## config.mk

```make
export PLATFORM = sky130hd
export DESIGN_NAME = swm_cell
export DESIGN_NICKNAME = d
export VERILOG_FILES = /design/src/sv/swm_pkg.sv /design/src/sv/swm_cell.sv
export SDC_FILE = /design/constraint.sdc
export NUM_CORES = 1
export LEC_CHECK = 0
export BUFFER_PORTS_ARGS = -buffer_cell sky130_fd_sc_hd__buf_2
export CAP_MARGIN = 40
export CORE_MARGIN = 2
export CORE_UTILIZATION = 53
export DETAILED_ROUTE_END_ITERATION = 10
export GPL_TIMING_DRIVEN = 0
export PLACE_DENSITY = 0.92
export REMOVE_ABC_BUFFERS = 1
export SLEW_MARGIN = 15
export SYNTH_ARGS = -nofsm -noshare
export SYNTH_HDL_FRONTEND = slang
export SYNTH_SLANG_ARGS = --single-unit
```

## constraint.sdc

```tcl
create_clock -name clk_i -period 10 [get_ports clk_i]
set_input_delay 1.5 -clock clk_i [delete_from_list [all_inputs] [get_ports clk_i]]
set_output_delay 1.5 -clock clk_i [all_outputs]
set_load 0.02 [all_outputs]
```

## src/sv/swm_pkg.sv

```systemverilog
// Shared types and constants for the sliding window maximum unit.
// No dependencies; compiled first.
package swm_pkg;

  // Window size register, width and value after reset.
  localparam int          CFG_W     = 7;
  localparam logic [6:0]  WIN_RESET = 7'd8;

  // What every cell of the deque does in a cycle.
  typedef enum logic [1:0] {
    OP_HOLD,   // keep contents
    OP_SHIFT,  // drop one expired front entry, take right neighbor
    OP_STEP    // take one sample: front pop, back pops, append
  } cell_op_e;

  typedef struct packed {
    cell_op_e op;
    logic     clear;  // stream start: treat all entries as empty
  } cell_ctrl_t;

endpackage

```

## src/sv/swm_cell.sv

```systemverilog
// One deque cell: a candidate value with its stream position.
// Depends on swm_pkg.
module swm_cell #(
  parameter int SW = 16,
  parameter int PW = 7
) (
  input  logic                   clk_i,
  input  logic                   rst_ni,
  input  swm_pkg::cell_ctrl_t    ctrl_i,
  input  logic                   pop_i,
  input  logic signed [SW-1:0]   x_i,
  input  logic [PW-1:0]          p_i,
  input  logic                   nxt_valid_i,
  input  logic signed [SW-1:0]   nxt_val_i,
  input  logic [PW-1:0]          nxt_pos_i,
  input  logic                   prv_keep_i,
  output logic                   valid_o,
  output logic signed [SW-1:0]   val_o,
  output logic [PW-1:0]          pos_o,
  output logic                   keep_o
);
  import swm_pkg::*;

  logic                 valid_q, valid_d;
  logic signed [SW-1:0] val_q, val_d;
  logic [PW-1:0]        pos_q, pos_d;
  logic                 src_valid;
  logic signed [SW-1:0] src_val;
  logic [PW-1:0]        src_pos;
  logic                 keep;

  // Source after an optional front pop; entries not above x are dropped.
  assign src_valid = (pop_i ? nxt_valid_i : valid_q) & ~ctrl_i.clear;
  assign src_val   = pop_i ? nxt_val_i : val_q;
  assign src_pos   = pop_i ? nxt_pos_i : pos_q;
  assign keep      = src_valid && (src_val > x_i);

  always_comb begin
    valid_d = valid_q;
    val_d   = val_q;
    pos_d   = pos_q;
    case (ctrl_i.op)
      OP_SHIFT: begin
        valid_d = nxt_valid_i;
        val_d   = nxt_val_i;
        pos_d   = nxt_pos_i;
      end
      OP_STEP: begin
        if (keep) begin
          valid_d = 1'b1;
          val_d   = src_val;
          pos_d   = src_pos;
        end else if (prv_keep_i) begin
          // first free slot takes the new sample
          valid_d = 1'b1;
          val_d   = x_i;
          pos_d   = p_i;
        end else begin
          valid_d = 1'b0;
        end
      end
      default: ;
    endcase
  end

  always_ff @(posedge clk_i or negedge rst_ni) begin
    if (!rst_ni) begin
      valid_q <= 1'b0;
    end else begin
      valid_q <= valid_d;
    end
  end

  always_ff @(posedge clk_i) begin
    val_q <= val_d;
    pos_q <= pos_d;
  end

  assign valid_o = valid_q;
  assign val_o   = val_q;
  assign pos_o   = pos_q;
  assign keep_o  = keep;

endmodule

```

Word-level counts from Yosys, hierarchy flattened
Cells that the tools add are included.
{"block": "totals", "regBits": 24, "elab_cells": 26, "inputBits": 54, "output_inout_bits": 25}
{"block": "op_classes", "mux": 12, "n_eq_ne": 4, "bitwise_logic": 2, "n_lt_le_gt_ge": 1, "reduce_logical": 4}
{"op": "$mux 16", "count": 3}
{"op": "$pmux 16 s2", "count": 1}
{"op": "$mux 7", "count": 3}
{"op": "$gt 16x16->1", "count": 1}
{"op": "$pmux 7 s2", "count": 1}
{"op": "$ne 3x3->1 const B", "count": 2}
{"op": "$mux 1", "count": 3}
{"op": "$reduce_and 3->1", "count": 1}
{"op": "$eq 2x1->1 const B", "count": 1}
{"op": "$eq 2x2->1 const B", "count": 1}
{"op": "$pmux 1 s2", "count": 1}
{"op": "$reduce_and 2->1", "count": 1}
{"op": "$reduce_bool 2->1", "count": 1}
{"op": "$and 1x1->1", "count": 1}
{"op": "$logic_and 1x1->1", "count": 1}
{"op": "$not 1->1", "count": 1}

Longest topological paths before layout
{"block": "depth", "word_depth": 5, "depth_mapped": 12, "mapped_depth_nobuf": 8}

Worst setup path after synthesis
OpenSTA, ideal clock, no wires.
{"block": "synth_timing", "path_type": "input to output", "from": "input pop_i", "to": "output keep_o", "slack_ns": 4.589, "t_arrival_ns": 3.911, "required_time_ns": 8.500, "stages": 10, "path_buffers": 4, "path_cell_list": "buf_4 > clkbuf_1 > mux2_2 > ha_1 > nand4_2 > a2111o_1 > a311oi_1 > or2_1 > buf_6 > buf_6"}
{"block": "synth_via", "elab_chain_cells": 3, "word_cells_on_any_way": 5, "classes_between": "order compare (1); mux (2); bitwise (1); reduce/logical (1)"}
{"item": "from (decl)", "line_no": "swm_cell.sv:10", "source": "input logic pop_i,"}
{"item": "$mux 16 / $mux 1 (equally long branches)", "line_no": "swm_cell.sv:34, swm_cell.sv:33"}
{"item": "$gt 16x16->1 / $and 1x1->1 (equally long branches)", "line_no": "swm_cell.sv:36, swm_cell.sv:33"}
{"item": "$logic_and 1x1->1 (*)", "line_no": "swm_cell.sv:36", "source": "assign keep = src_valid && (src_val > x_i);"}
{"item": "to (decl)", "line_no": "swm_cell.sv:20", "source": "output logic keep_o"}
Every way passes the cells marked *; elsewhere a longest branch is shown, timed or not.

Final worst setup path
Ends and elaborated chain as after synthesis.

==> flow_summary_export.csv <==
group,metric,value,unit
synthesis,synthCells,200,
drt,drc_errors,0,
worst_setup_path,path_max_fanout,18,
floorplan,coreArea,3661,um^2
synthesis,synth_top_family_by_area,"simple AND/OR/NAND/NOR gates",
pwr,p_leak,1.150,nW
clock_network,cts_made_buffers,3,
drt,vias,1779,
worst_setup_path,crit_chain,"buf_2 > mux2_2 > ha_1 > nand4_2 > a2111o_1 > a311oi_4 > buf_6 > or2_1 > buf_2",
pwr,irDropWorstVdd,0.09848,mV
clock_network,cts_tree,"yes",
clock_network,cts.clk_slew.worst_paths,0.09,ns
clock_network,holdBufCountCts,0,
min_path,hp-class,"reg -> reg",
worst_setup_path,cp-start-kind,"input pin",
worst_setup_path,slowest_delay,0.57,ns
sta,rsz0062_at_grt,"no",
worst_setup_path,crit_required,8.50,ns
sta,hold_violations,0,
pwr,swShare,0.2997,
placed_design,portBuffers,78,
sta,slew_viol_final,0,
pwr,combinationalPowerShare,0.317,
worst_setup_path,slowest_stage,"or2_1",
synthesis,yosys.area_share.simple,0.1874,
sta,slew_headroom,0.5477,
worst_setup_path,end_kind,"output port",
sta,layout_setup_ws,3.700,ns
job,drv_cap,0,
cells_and_area,most-common-layout-cells,"79 x buf_2, 23 x edfxtp_1, 22 x mux2_2, 19 x inv_1, 19 x nand2_1",
clock_network,cts-resized-gates,0,
global_route,antenna_found_initial,0,
global_route,grt_max_degree,35,
sta,fin_tns_setup,0,ns
pwr,p_clk_frac,0.282,
sta,min_period_over_period,0.6300,
clock_network,cts_max_level,1,
global_route,grt_pass1_wl,6.893,mm
synthesis,synth_area_leaders,"edfxtp_1 34%, mux2_2 12%, ha_1 11%",
drt,antenna_left,0,
placed_design,pre_cts_ws,3.713,ns
synthesis,synth-xor-area-share,0,
pwr,p_int,0.2187,mW
sta,tightest_slew,0.6690,ns
run_status,outcome,"finished clean",
pwr,power,0.3123,mW
floorplan,initial_core_util,0.5472,
clock_network,cts_sinks,24,
synthesis,synth_compound_area_frac,0.1312,
floorplan,die_w,65.48,um
worst_setup_path,cp_top_family,"buffers and inverters",
placed_design,gp_congestion,0.7423,
synthesis,synthAdderAreaFrac,0.1124,
synthesis,synth_mux_area_frac,0.1337,
cells_and_area,fin_util,0.6876,
clock_network,root_buffer,"clkbuf_8",
sta,setup_violations,0,
synthesis,yosysTopAreaCellShare,0.3448,
cells_and_area,final_common_cell,"buf_2",
clock_network,clkLatencyLatePin,0.28,ns
synthesis,yosys.area.top_type,"edfxtp_1",
pwr,pwr-share-seq,0.402,
synthesis,synth-seq-area-share,0.3573,
clock_network,cts_buffer_depth,2,
synthesis,ys_ff_latch,24,
pwr,p_switching,0.09359,mW
global_route,grt_pass1_vias,1602,
clock_network,post_cts_buffers,0,
global_route,groute.usage.overall,0.2097,
sta,period_minus_slack,6.300,ns
sta,max_freq,158.7,MHz
cells_and_area,diodes,0,
drt,drtIter0Drc,62,
synthesis,netlist_area,2003,um^2
floorplan,die-area,4288,um^2
drt,vias_per_cell,5.559,
floorplan,die_h,65.48,um
worst_setup_path,cp.arrival,4.80,ns
cells_and_area,syn2layout_area_growth,25.67,%
drt,wl_per_cell,14.40,um
synthesis,yosysUniqueCellTypes,31,
drt,firstDrtPassIters,4,
placed_design,place_hpwl,3.570,mm
cells_and_area,drive_gt1_frac,0.4228,
global_route,overflow,0,
worst_setup_path,worstSetupPathType,"in -> out",
pwr,power.density,124.0,nW/um^2
drt,finalWirelength,4.609,mm
floorplan,ios,79,
worst_setup_path,crit_top_cell,"buf_2",
synthesis,yosysWarnings,0,
cells_and_area,fin_nets,345,
worst_setup_path,crit_buf_inv,3,
sta,clock_skew,0.004953,ns
floorplan,placementRows,22,
synthesis,syn_avg_cell_area,10.02,um^2
[power by group through the flow]
| stage | combinational (mW) | clock [mW] | sequential (mW) |
|---|---|---|---|
| 3_5_place_dp | 0.0987 | 0 | 0.128 |
| 6_report | 0.0989 | 0.0879 | 0.125 |
| 5_1_grt | 0.108 | 0.0937 | 0.126 |
| 2_1_floorplan | 0.0502 | 0 | 0.139 |
| 4_1_cts | 0.0992 | 0.0890 | 0.125 |
| 3_3_place_gp | 0.0914 | 0 | 0.127 |
[cells in the mapped netlist, drive strengths merged]
cell type  instances
edfxtp            23
mux2              22
inv               19
nand2             19
ha                18
nor2b             17
a311o             15
nor3              15
a21oi              8
buf                7
clkbuf             7
nand4              4
nor2               4
o21ai              4
a311oi             2
mux2i              2
nor4               2
or3                2
a2111o             1
a31o               1
and4               1
dfrtp              1
nand2b             1
nor3b              1
nor4b              1
o211ai             1
o31ai              1
or2                1
[worst paths after layout]
kind / end / cells past startpoint / start / slack [ns]
worst max-delay path: keep_o / 9 / pop_i / 3.70
worst min-delay path: valid_o / 2 / valid_o / 0.50
worst max register to register: pos_o[6] / 10 / val_o[15] / 6.28
worst min register to register: valid_o / 2 / valid_o / 0.50
max in group asynchronous: valid_o / 1 / rst_ni / 8.94
min in group asynchronous: valid_o / 1 / rst_ni / 0.98
[cell families (layout without fill, tap and decap cells)]
| group | after synthesis | count (layout) |
|---|---|---|
| AOI/OAI and AO/OA | 33 | 33 |
| adders and majority gates | 18 | 18 |
| buffers and inverters | 33 | 105 |
| DFF | 24 | 24 |
| muxes | 24 | 24 |
| and+or+nand+nor | 68 | 68 |
[worst min-delay path: cells and delay by family (launching register included)]
family           cells  cell delay (ns)
AO/OA/AOI/OAI        1             0.05
flip-flops           1             0.37
AND/OR/NAND/NOR      1             0.05
[through the flow]
step | hold slack, ns | cell area (um^2) | cells
detailed placement | 0.4889 | 2446 | 316
finish | 0.5043 | 2517 | 320
global route | 0.5613 | 2517 | 320
floorplan | 0.5964 | 1918 | 186
CTS | 0.5070 | 2517 | 320
global placement | 0.4875 | 2369 | 312
[state kept, by name (all words and copies together) (netlist names)]
| name | flops |
|---|---|
| val_o | 16 |
| valid_o | 1 |
| pos_o | 7 |
[metal layers]
metal / up-vias / share of wire / wire length, um / track usage
met4: 0 / 0.011 / 52 / 0.07292
li1: 889 / - / - / -
met5: - / 0 / 0 / 0
met3: 4 / 0.043 / 200 / 0.02568
met2: 56 / 0.51 / 2362 / 0.3737
met1: 830 / 0.43 / 1993 / 0.2607
[final cells by class]
type / count / area, um^2
multi-input cells: 143 / 1154
fillers: 289 / 1144
flip-flops and latches: 24 / 715.7
repair buffers: 82 / 445.4
inverters: 19 / 71.32
well taps: 48 / 60.06
clock buffers: 3 / 41.29
clock inverters: 1 / 30.03
No activity file was read; power rests on OpenSTA's default activity.
